## config.mk

```make
export PLATFORM = sky130hd
export DESIGN_NAME = mi_fmt
export DESIGN_NICKNAME = d
export VERILOG_FILES = /design/src/rtl/core/mi_pkg.sv /design/src/rtl/core/mi_fmt.sv
export SDC_FILE = /design/constraint.sdc
export NUM_CORES = 1
export LEC_CHECK = 0
export BUFFER_PORTS_ARGS = -buffer_cell sky130_fd_sc_hd__buf_2
export CAP_MARGIN = 20
export CORE_UTILIZATION = 56
export DETAILED_ROUTE_END_ITERATION = 10
export GPL_TIMING_DRIVEN = 1
export HOLD_SLACK_MARGIN = 0.08
export PLACE_DENSITY = 0.91
export SKIP_CTS_REPAIR_TIMING = 1
export SYNTH_ARGS = -nofsm -noshare
export SYNTH_HDL_FRONTEND = slang
export SYNTH_SLANG_ARGS = --single-unit
```

## constraint.sdc

```tcl
create_clock -name clk -period 6.5 [get_ports clk]
set_input_delay 0.65 -clock clk [delete_from_list [all_inputs] [get_ports clk]]
set_output_delay 0.65 -clock clk [all_outputs]
set_load 0.005 [all_outputs]
```

## src/rtl/core/mi_pkg.sv

```systemverilog
`default_nettype none
package mi_pkg;

    localparam int ELEM_WIDTH = 24;
    localparam int FRAC_BITS  = 16;
    localparam int NUM_ELEM   = 9;
    localparam int NUM_PROD   = 18;
    localparam int NUM_COL0   = 3;

    // element order: a d g b e h c f i (slots 0 1 2 4 5 6 8 9 10)
    // adjugate term k = prod(2k) - prod(2k+1)
    localparam int OP_A [NUM_PROD] = '{4, 5, 2, 1, 1, 2, 5, 3, 0, 2,
                                       2, 0, 3, 4, 1, 0, 0, 1};
    localparam int OP_B [NUM_PROD] = '{8, 7, 7, 8, 5, 4, 6, 8, 8, 6,
                                       3, 5, 7, 6, 6, 7, 4, 3};

    // determinant uses adjugate terms 0, 3 and 6 against a, d, g
    localparam int DET_ADJ [NUM_COL0] = '{0, 3, 6};

    function automatic int max_int(input int x, input int y);
        return (x > y) ? x : y;
    endfunction

endpackage
`default_nettype wire

```

## src/rtl/core/mi_fmt.sv

```systemverilog
`default_nettype none
module mi_fmt #(
    parameter int W = mi_pkg::ELEM_WIDTH
) (
    input  wire logic                        clk,
    input  wire logic                        ld,
    input  wire logic [W-1:0]                quo [mi_pkg::NUM_ELEM],
    input  wire logic [mi_pkg::NUM_ELEM-1:0] neg,
    input  wire logic [mi_pkg::NUM_ELEM-1:0] ovf,
    input  wire logic                        zero,
    output logic signed [W-1:0]              res [mi_pkg::NUM_ELEM],
    output logic                             singular,
    output logic                             clipped
);

    localparam logic [W-1:0] LIM_POS = {1'b0, {(W-1){1'b1}}};
    localparam logic [W-1:0] LIM_NEG = {1'b1, {(W-1){1'b0}}};

    logic signed [W-1:0] res_reg [mi_pkg::NUM_ELEM];
    logic                singular_reg;
    logic                clipped_reg;

    logic signed [W-1:0] res_next [mi_pkg::NUM_ELEM];
    logic                clipped_next;

    // saturate, then restore the sign, or zero the result when singular
    always_comb
    begin
        logic [W-1:0] lim;
        logic [W-1:0] mag;
        logic         clip;
        clipped_next = 1'b0;
        for (int k = 0; k < mi_pkg::NUM_ELEM; k++)
        begin
            lim  = neg[k] ? LIM_NEG : LIM_POS;
            clip = ovf[k] | (quo[k] > lim);
            mag  = clip ? lim : quo[k];
            res_next[k] = zero ? '0 : $signed(neg[k] ? (~mag + 1'b1) : mag);
            clipped_next = clipped_next | (clip & ~zero);
        end
    end

    always_ff @(posedge clk)
    begin
        if (ld)
        begin
            res_reg      <= res_next;
            singular_reg <= zero;
            clipped_reg  <= clipped_next;
        end
    end

    assign res      = res_reg;
    assign singular = singular_reg;
    assign clipped  = clipped_reg;

endmodule
`default_nettype wire

```

==> flow_summary.toml <==
[worst_setup_path]
critPathKind = "in2reg"
critPathRequiredTime_ns = 6.74
cp-end-kind = "flip-flop"
cp-start-kind = "input port"
path_max_fanout = 38
cp_data_arrival_time_ns = 5.57

[floorplan]
die_area_mm2 = 0.0359
num_rows = 68
initial_core_util_pct = 57.0
core_region_area_mm2 = 0.0345
die_x_um = 190
io_pins = 455
dieHeight_um = 190

[grt]
overflow = 0
grtUsageTotal_pct = 34.1
antenna_found_initial = 20
grt_pass1_vias = 19500
grt_first_pass_wirelength_mm = 99.6
grt_max_degree = 111

[sta]
hold_viol_final = 0
worst_pin_slew_ns = 1.03
max-slew-margin-rel_pct = 30.8
min_period_ns = 5.32
fin_setup_tns_ns = 0
finalCritPeriodShare_pct = 81.9
rsz0062_at_grt = "no"
setup_violations = 0
final_max_slew_viol_count = 0
fmax_mhz = 188

[synthesis]
syn-instance-count = 2255
synth_ff_type = "edfxtp_1"
yosys_warnings = 0
yosysSeqAreaShare_pct = 33.2
synth_top_area_share_pct = 33.2
syn_avg_cell_area_um2 = 8.73
synth_edf_count = 218
synth_area_mm2 = 0.0197
synth_nets = 2717
synthArstFlopShare_pct = 0
ys_types = 90
synth_area_leader_cell = "edfxtp_1"
synth_area_leaders = "edfxtp_1 (33%), ha_1 (14%), a21oi_1 (5.9%)"
ys_ff_latch = 218

[cts]
root_buffer = "clkbuf_16"
clk_pin_slew_worst_paths_ns = 0.06
cts_max_level = 1
numCtsBuffers = 27
cts.path.max_buffers = 3
cts_tree = "yes"
clock_sinks = 218

[run_status]
status = "finished, final reports clean"

[power_and_ir_drop]
ir_drop_v = 0.000218
switching_share_pct = 31.4
pwr-share-seq_pct = 38.5
p_per_area_mw_per_mm2 = 196
leakage_nw = 9.41
p_switching_mw = 1.43
p_total_mw = 4.57
p_comb_share_pct = 26.7
internal_power_mw = 3.14
p_clk_share_pct = 34.9

[drt]
drc = 0
ant_nets = 0
wl_per_cell_um = 20.2
drtPass1Iterations = 6
vias = 20700
drt-total-wl_mm = 63.4
viasPerCell = 6.60
drt_iter0_drc = 1781

[final_layout]
largest_register_ffs = 216
areaGrowthSynthToFinish_pct = 18.6
nNetsFinal = 3116
drive_gt1_share_pct = 23.3
n_fill_cell = 2697

[placement]
place.gp.congestion = 0.944
dp_hpwl_mm = 45.8
io_buffer_count = 454

[run]
cap_violations = 0

[worst_hold_path]
hold_class = "in2reg"
==> path summary, 6_finish.rpt <==
kind	to	cells past startpoint	startpoint	slack, ns
worst max-delay path	res[66]$_SDFFCE_PP0P_	19	neg[6]	1.18
worst min-delay path	res[204]$_SDFFCE_PP0P_	2	quo[204]	0.45
==> cell type report <==
class | count | area [µm²] | area share (%)
clock inverter | 16 | 220 | 0.943
sequential | 218 | 6550 | 28.0
antenna | 18 | 45.0 | 0.193
multi-input combinational | 1881 | 12600 | 53.9
tap | 455 | 569 | 2.44
clock buffer | 31 | 691 | 2.96
inverter | 39 | 146 | 0.627
timing repair buffer | 487 | 2560 | 10.9
==> synth_stat cells, drive strengths merged, types with 8 or more instances <==
cell / n
nand4: 46
nor2b: 18
a311oi: 9
nand3: 61
a211oi: 43
or2: 16
nor4: 40
and4: 8
nand2b: 16
clkbuf: 107
xor2: 10
nand2: 183
a21oi: 233
o311a: 9
a21boi: 12
o31ai: 21
nor3: 94
buf: 10
o22ai: 11
nand4b: 18
a21o: 29
a221oi: 16
o211ai: 21
o22a: 19
o311ai: 18
o21a: 16
nand3b: 8
inv: 34
and3: 15
or4: 21
mux2i: 17
o21ai: 201
edfxtp: 218
a31oi: 44
mux2: 34
and2: 13
nor2: 223
or3: 40
ha: 225
==> layout by cell type (no fill, tap or decap), drive strengths merged, types with 17 or more instances in the layout <==
cell / n
a211oi: 43
o311ai: 18
mux2: 34
o22a: 19
ha: 225
or3: 40
or4: 21
diode: 18
a21o: 29
o31ai: 21
inv: 36
o211ai: 21
nor3: 94
mux2i: 17
nor4: 40
nor2b: 18
edfxtp: 218
a21oi: 233
o21ai: 201
nand2: 183
clkbuf: 31
a31oi: 44
nor2: 223
nand4: 46
nand3: 61
nand4b: 18
buf: 487
==> power by group through the flow <==
stage	combinational, mW	sequential, mW	clock, mW
2_1_floorplan	0.623	1.79	0
3_3_place_gp	1.13	1.78	0
3_5_place_dp	1.19	1.79	0
4_1_cts	1.19	1.76	1.60
5_1_grt	1.35	1.77	1.65
6_report	1.22	1.76	1.59
==> per-layer routing <==
| layer | wire length [µm] | track usage (%) | share of wire (%) |
|---|---|---|---|
| met1 | 23900 | 42.2 | 38 |
| met2 | 29800 | 57.0 | 47 |
| met3 | 6250 | 5.93 | 9.9 |
| met4 | 3380 | 17.6 | 5.3 |
| met5 | 47 | 0 | 0.074 |
==> per-stage QoR <==
step | hold WS (ns) | cells | area [µm²] | setup slack (ns) | utilization (%)
floorplan | 0.749 | 2255 | 19700 | 1.20 | -
global placement | 1.02 | 3079 | 22400 | 0.980 | 64.8
detailed placement | 1.02 | 3079 | 22400 | 0.689 | 64.8
CTS | 0.436 | 3126 | 23300 | 1.25 | 67.4
global route | 0.453 | 3140 | 23300 | 0.735 | 67.6
finish | 0.451 | 3145 | 23400 | 1.18 | 67.6
==> kinds of logic after synthesis <==
| family | Yosys count | synth area share (%) |
|---|---|---|
| DFF | 218 | 33.2 |
| muxes | 51 | 2.81 |
| AOI/OAI and AO/OA | 756 | 24.0 |
| buffers and inverters | 156 | 3.00 |
| xor gates and xnor gates | 16 | 0.712 |
| adders and majority gates | 225 | 14.3 |
| and+or+nand+nor | 833 | 21.9 |
==> critical path, cell delays in order <==
cell	delay [ns]
buf_2	0.52
inv_1	0.14
ha_1	0.34
nand4_1	0.14
nor4_1	0.48
and4_1	0.29
o31a_1	0.18
o21a_1	0.23
nand2_1	0.08
o21ai_0	0.16
ha_1	0.31
or3b_1	0.37
or3_1	0.33
or3_4	0.36
or4_4	0.45
nor2_4	0.10
nand2_1	0.07
a21oi_2	0.22
a221oi_1	0.12
No activity file was read; power rests on OpenSTA's default activity.
