<file path="src/rtl/core/mi_pkg.sv">
`default_nettype none
package mi_pkg;

    localparam int ELEM_WIDTH = 24;
    localparam int FRAC_BITS  = 16;
    localparam int NUM_ELEM   = 9;
    localparam int NUM_PROD   = 18;
    localparam int NUM_COL0   = 3;

    // element order: a d g b e h c f i (slots 0 1 2 4 5 6 8 9 10)
    // adjugate term k = prod(2k) - prod(2k+1)
    localparam int OP_A [NUM_PROD] = '{4, 5, 2, 1, 1, 2, 5, 3, 0, 2,
                                       2, 0, 3, 4, 1, 0, 0, 1};
    localparam int OP_B [NUM_PROD] = '{8, 7, 7, 8, 5, 4, 6, 8, 8, 6,
                                       3, 5, 7, 6, 6, 7, 4, 3};

    // determinant uses adjugate terms 0, 3 and 6 against a, d, g
    localparam int DET_ADJ [NUM_COL0] = '{0, 3, 6};

    function automatic int max_int(input int x, input int y);
        return (x > y) ? x : y;
    endfunction

endpackage
`default_nettype wire

</file>
<file path="src/rtl/core/mi_prep.sv">
`default_nettype none
module mi_prep #(
    parameter int W = mi_pkg::ELEM_WIDTH,
    parameter int F = mi_pkg::FRAC_BITS
) (
    input  wire logic                  clk,
    input  wire logic [1:0]            ld,
    input  wire logic signed [2*W:0]   adj [mi_pkg::NUM_ELEM],
    input  wire logic signed [3*W+2:0] det,
    output logic [3*W+3:0]             rem [mi_pkg::NUM_ELEM],
    output logic [W-1:0]               nlo [mi_pkg::NUM_ELEM],
    output logic [3*W+3:0]             dvs,
    output logic [mi_pkg::NUM_ELEM-1:0] neg,
    output logic [mi_pkg::NUM_ELEM-1:0] ovf,
    output logic                       zero
);

    localparam int AW  = 2 * W + 1;
    localparam int MW  = 2 * W;
    localparam int DW  = 3 * W + 3;
    localparam int D2W = DW + 1;
    localparam int NW  = mi_pkg::max_int(MW + 2 * F + 1, DW) + 1;
    localparam int TW  = NW - W;
    localparam int CW  = mi_pkg::max_int(TW, D2W);

    logic [DW-1:0]   dmag_reg;
    logic [MW-1:0]   amag_reg [mi_pkg::NUM_ELEM];
    logic [mi_pkg::NUM_ELEM-1:0] neg_a_reg;
    logic            zero_a_reg;
    logic [AW-1:0]   aabs [mi_pkg::NUM_ELEM];

    logic [D2W-1:0]  rem_reg [mi_pkg::NUM_ELEM];
    logic [W-1:0]    nlo_reg [mi_pkg::NUM_ELEM];
    logic [D2W-1:0]  dvs_reg;
    logic [mi_pkg::NUM_ELEM-1:0] neg_b_reg;
    logic [mi_pkg::NUM_ELEM-1:0] ovf_reg;
    logic            zero_b_reg;

    logic [NW-1:0]   num  [mi_pkg::NUM_ELEM];
    logic [CW-1:0]   top  [mi_pkg::NUM_ELEM];
    logic [D2W-1:0]  dvs_next;

    always_comb
    begin
        for (int k = 0; k < mi_pkg::NUM_ELEM; k++)
        begin
            aabs[k] = adj[k][AW-1] ? (~adj[k] + 1'b1) : adj[k];
        end
    end

    // magnitudes and signs
    always_ff @(posedge clk)
    begin
        if (ld[0])
        begin
            dmag_reg <= det[DW-1] ? (~det + 1'b1) : det;
            for (int k = 0; k < mi_pkg::NUM_ELEM; k++)
            begin
                amag_reg[k]  <= aabs[k][MW-1:0];
                neg_a_reg[k] <= adj[k][AW-1] ^ det[DW-1];
            end
            zero_a_reg <= (det == '0);
        end
    end

    // numerator 2*|adj|*2^(2F) + |det| over divisor 2*|det|, rounds to nearest
    always_comb
    begin
        dvs_next = {dmag_reg, 1'b0};
        for (int k = 0; k < mi_pkg::NUM_ELEM; k++)
        begin
            num[k] = (NW'(amag_reg[k]) << (2 * F + 1)) + NW'(dmag_reg);
            top[k] = CW'(num[k][NW-1:W]);
        end
    end

    always_ff @(posedge clk)
    begin
        if (ld[1])
        begin
            for (int k = 0; k < mi_pkg::NUM_ELEM; k++)
            begin
                rem_reg[k] <= top[k][D2W-1:0];
                nlo_reg[k] <= num[k][W-1:0];
                ovf_reg[k] <= (top[k] >= CW'(dvs_next));
            end
            dvs_reg    <= dvs_next;
            neg_b_reg  <= neg_a_reg;
            zero_b_reg <= zero_a_reg;
        end
    end

    assign rem  = rem_reg;
    assign nlo  = nlo_reg;
    assign dvs  = dvs_reg;
    assign neg  = neg_b_reg;
    assign ovf  = ovf_reg;
    assign zero = zero_b_reg;

endmodule
`default_nettype wire

</file>
<file path="config.mk">
export PLATFORM = sky130hd
export DESIGN_NAME = mi_prep
export DESIGN_NICKNAME = d
export VERILOG_FILES = /design/src/rtl/core/mi_pkg.sv /design/src/rtl/core/mi_prep.sv
export SDC_FILE = /design/constraint.sdc
export NUM_CORES = 2
export LEC_CHECK = 0
export BUFFER_PORTS_ARGS = -buffer_cell sky130_fd_sc_hd__buf_2
export CORE_AREA = 5 5 584 586
export DETAILED_ROUTE_END_ITERATION = 6
export DIE_AREA = 0 0 589 591
export SETUP_SLACK_MARGIN = 0.2
export SLEW_MARGIN = 30
export SYNTH_ARGS = -nofsm -noshare
export SYNTH_HDL_FRONTEND = slang
export SYNTH_SLANG_ARGS = --single-unit
</file>
<file path="constraint.sdc">
create_clock -name clk -period 7.4 [get_ports clk]
set_clock_uncertainty 0.2 [all_clocks]
set_input_delay 0.74 -clock clk [delete_from_list [all_inputs] [get_ports clk]]
set_output_delay 0.74 -clock clk [all_outputs]
set_load 0.02 [all_outputs]
</file>
==> results.sh <==
export IMPL_antenna_left=0
export IMPL_vias=66130
export IMPL_clock_sinks=1052
export IMPL_final_cells=13200
export IMPL_required_ns=7.87
export IMPL_first_pass_iters=6
export IMPL_hold_violations=0
export IMPL_p_leak_nw=38.63
export IMPL_dieHeight_um=591
export IMPL_synth_async_sr_flop_share_pct=0
export IMPL_cts_clk_slew_worst_paths_ns=0.07
export IMPL_grt_max_degree=146
export IMPL_worstSkewPairLatency_ns=0.85
export IMPL_cpPeakStageDelay_ns=1.03
export IMPL_setup_tns_ns=0
export IMPL_ctsResizeCount=0
export IMPL_critPathLaunchType="flip-flop"
export IMPL_path_max_fanout=9
export IMPL_port_buffers=1350
export IMPL_critPathArrivalTime_ns=7.25
export IMPL_syn_inst=7082
export IMPL_via_per_inst=5.008
export IMPL_synth_area_mm2=0.07559
export IMPL_drv_slew=0
export IMPL_routedWlPerCell_um=32.25
export IMPL_finalNetCount=9973
export IMPL_post_cts_setup_buffers=0
export IMPL_worst_setup_path_type="reg -> reg"
export IMPL_initial_core_util_pct=22.55
export IMPL_crit_chain="ha_1 > o21ai_0 > nor2_1 > a31o_2 > a211oi_1 > a2111oi_0 > buf_4 > o311ai_0 > a31oi_1 > a221o_1 > nand4_1 > xnor2_1 > ha_1 > nand4_1 > nor4_2 > nand4_1 > nor3_1 > nor2_1 > a41oi_1"
export IMPL_cpMostUsedCell="nand4_1"
export IMPL_gp_congestion=0.9761
export IMPL_synth_edff_count=1052
export IMPL_worst_r2r_endpoint="ovf[6]$_DFFE_PP_"
export IMPL_whs_path_depth=2
export IMPL_fin_crit_sh_pct=91.51
export IMPL_rsz0062_at_grt="false"
export IMPL_syn_to_final_growth_pct=24.53
export IMPL_slew_headroom_pct=24.12
export IMPL_fin_util_pct=28.08
export IMPL_run_status="finished clean"
export IMPL_core_mm2=0.3353
export IMPL_ys_types=87
export IMPL_peakVddDrop_uv=149.1
export IMPL_grt_pass1_wl_um=550200
export IMPL_num_fill_cells=35060
export IMPL_drc=0
export IMPL_htreeDepth=4
export IMPL_fmax_ghz=0.1477
export IMPL_cts_root_buf="clkbuf_16"
export IMPL_ys_warnings_count=0
export IMPL_ys_ff_latch=1052
export IMPL_cts_path_max_buffers=4
export IMPL_r2r_cells=19
export IMPL_gr_total_overflow=0
export IMPL_ioPinCount=1514
export IMPL_period_needed_ns=6.772
export IMPL_hold_path_startpoint="adj[41]"
export IMPL_dp_cells=12520
export IMPL_reg2reg_from="dmag_reg[35]$_DFFE_PP_"
export IMPL_r2r_slack_ns=0.63
export IMPL_largest_reg_flops=450
export IMPL_yosys_top_cells_count="edfxtp_1, ha_1, xnor2_1"
export IMPL_cp_end_kind="flip-flop"
export IMPL_wirelength_um=425900
export IMPL_worst_pin_slew_ns=1.138
export IMPL_groute_usage_overall_pct=23.27
export IMPL_total_power_mw=27.59
export IMPL_drive_gt1_share_pct=20.73
export IMPL_synth_largest_area_cell="edfxtp_1"
export IMPL_rows=213
export IMPL_synthTopCellsByArea="edfxtp_1, ha_1, xnor2_1, buf_4, a21o_1"
export IMPL_antenna_found_initial=168
export IMPL_p_per_area_mw_per_mm2=293.1
export IMPL_avgSynthCellArea_um2=10.67
export IMPL_synth_seq_area_share_pct=41.79
export IMPL_slowest_stage="edfxtp_1"
export IMPL_dieArea_mm2=0.3481
export IMPL_cap_violations=0
export IMPL_cts_buffers=147
export IMPL_yosysTopAreaCellShare_pct=41.79
export IMPL_dp_hpwl_um=341900
export IMPL_drt_iter0_markers=6552
export IMPL_grt_pass1_vias=62180
export IMPL_hold_class="in -> reg"
export IMPL_finalSetupViolations=0
export IMPL_yosysMostFrequentCell="edfxtp_1"
export IMPL_die_x_um=589
export IMPL_cts_tree="done"
export IMPL_yosys_most_used_dff="edfxtp_1"
export IMPL_whs_endpoint="amag_reg[0][425]$_DFFE_PP_"
[where the power goes]
part / internal [mW] / switching, mW
clock network: 4.29 / 3.10
logic: 3.86 / 7.73
registers: 7.89 / 0.729
total: 16.0 / 11.6
[per-layer routing]
| metal | GRT usage, % | vias up | wire [um] |
|---|---|---|---|
| met5 | 0 | - | 130 |
| met4 | 14.05 | 20 | 31850 |
| met3 | 3.670 | 806 | 29200 |
| met2 | 38.84 | 3514 | 196800 |
| met1 | 28.26 | 32250 | 167900 |
| li1 | - | 29540 | - |
[worst max path at each step]
stage,startpoint,end,slack [ns],cells past startpoint
final,dmag_reg[35]$_DFFE_PP_,ovf[6]$_DFFE_PP_,0.63,19
after global routing,dmag_reg[39]$_DFFE_PP_,ovf[6]$_DFFE_PP_,0.25,20
after CTS,dmag_reg[35]$_DFFE_PP_,ovf[6]$_DFFE_PP_,0.52,19
after detailed placement,dmag_reg[35]$_DFFE_PP_,ovf[6]$_DFFE_PP_,0.56,19
after global placement,dmag_reg[39]$_DFFE_PP_,ovf[6]$_DFFE_PP_,0.60,20
after floorplan,dmag_reg[34]$_DFFE_PP_,ovf[1]$_DFFE_PP_,1.81,20
[kinds of logic after synthesis]
family	count (synthesis)	share of synthesized area [%]
compound gates	1981	17.09
flops	1052	41.79
buf+inv	792	6.229
fa+ha+maj	846	14.09
other cells	1	0.004961
simple gates	1527	10.56
xor+xnor	883	10.23
[what timing repair did]
item,CTS,global route
setup endpoints to repair,0,0
endpoints found under the hold margin,348,0
hold buffers,348,0
[critical path: cells and delay by family (launching register included)]
kind / cells / cell delay, ns
simple gates: 7 / 1.52
fa+ha+maj: 2 / 0.74
compound gates: 8 / 2.80
buf+inv: 1 / 0.20
xor+xnor: 1 / 0.10
flops: 1 / 1.03
[through the flow]
stage,area (um^2),setup WS [ns],hold slack [ns]
after floorplan,76200,1.811,0.2003
after global placement,85470,0.5960,0.2019
after detailed placement,85580,0.5560,0.2056
after CTS,93910,0.5193,0.0004866
after global routing,94010,0.2512,0.02982
final,94130,0.6282,0.08617
[cell usage in the layout (no fill, tap or decap), drive strengths merged, types with 51 or more instances in the layout]
cell | synthesis | layout
buf | 475 | 1464
edfxtp | 1052 | 1052
ha | 837 | 837
xnor2 | 741 | 741
a21oi | 473 | 473
o21ai | 431 | 431
a21o | 422 | 422
nand2 | 398 | 398
dlygate4sd3 | 0 | 348
nor2 | 257 | 257
inv | 195 | 199
nand4 | 177 | 177
clkbuf | 122 | 172
o31ai | 171 | 171
conb | 1 | 163
xor2 | 142 | 142
nand3 | 123 | 123
or3 | 99 | 99
or4 | 99 | 99
diode | 0 | 81
nor3 | 67 | 67
o41ai | 67 | 67
nand2b | 59 | 59
clkinv | 0 | 58
a31oi | 56 | 56
nor4 | 56 | 56
a211oi | 55 | 55
nor2b | 51 | 51
o21a | 51 | 51
[layout make-up]
class                      count  area, um^2  area share [%]
timing repair buffer        1812       11300           12.00
tap                         4407        5514           5.858
clock inverter                85        1067           1.134
multi-input combinational   5400       39950           42.44
sequential                  1052       31590           33.56
inverter                     195       733.2          0.7789
antenna                       81       202.7          0.2153
clock buffer                 172        3772           4.008
No activity file was read; power rests on OpenSTA's default activity.
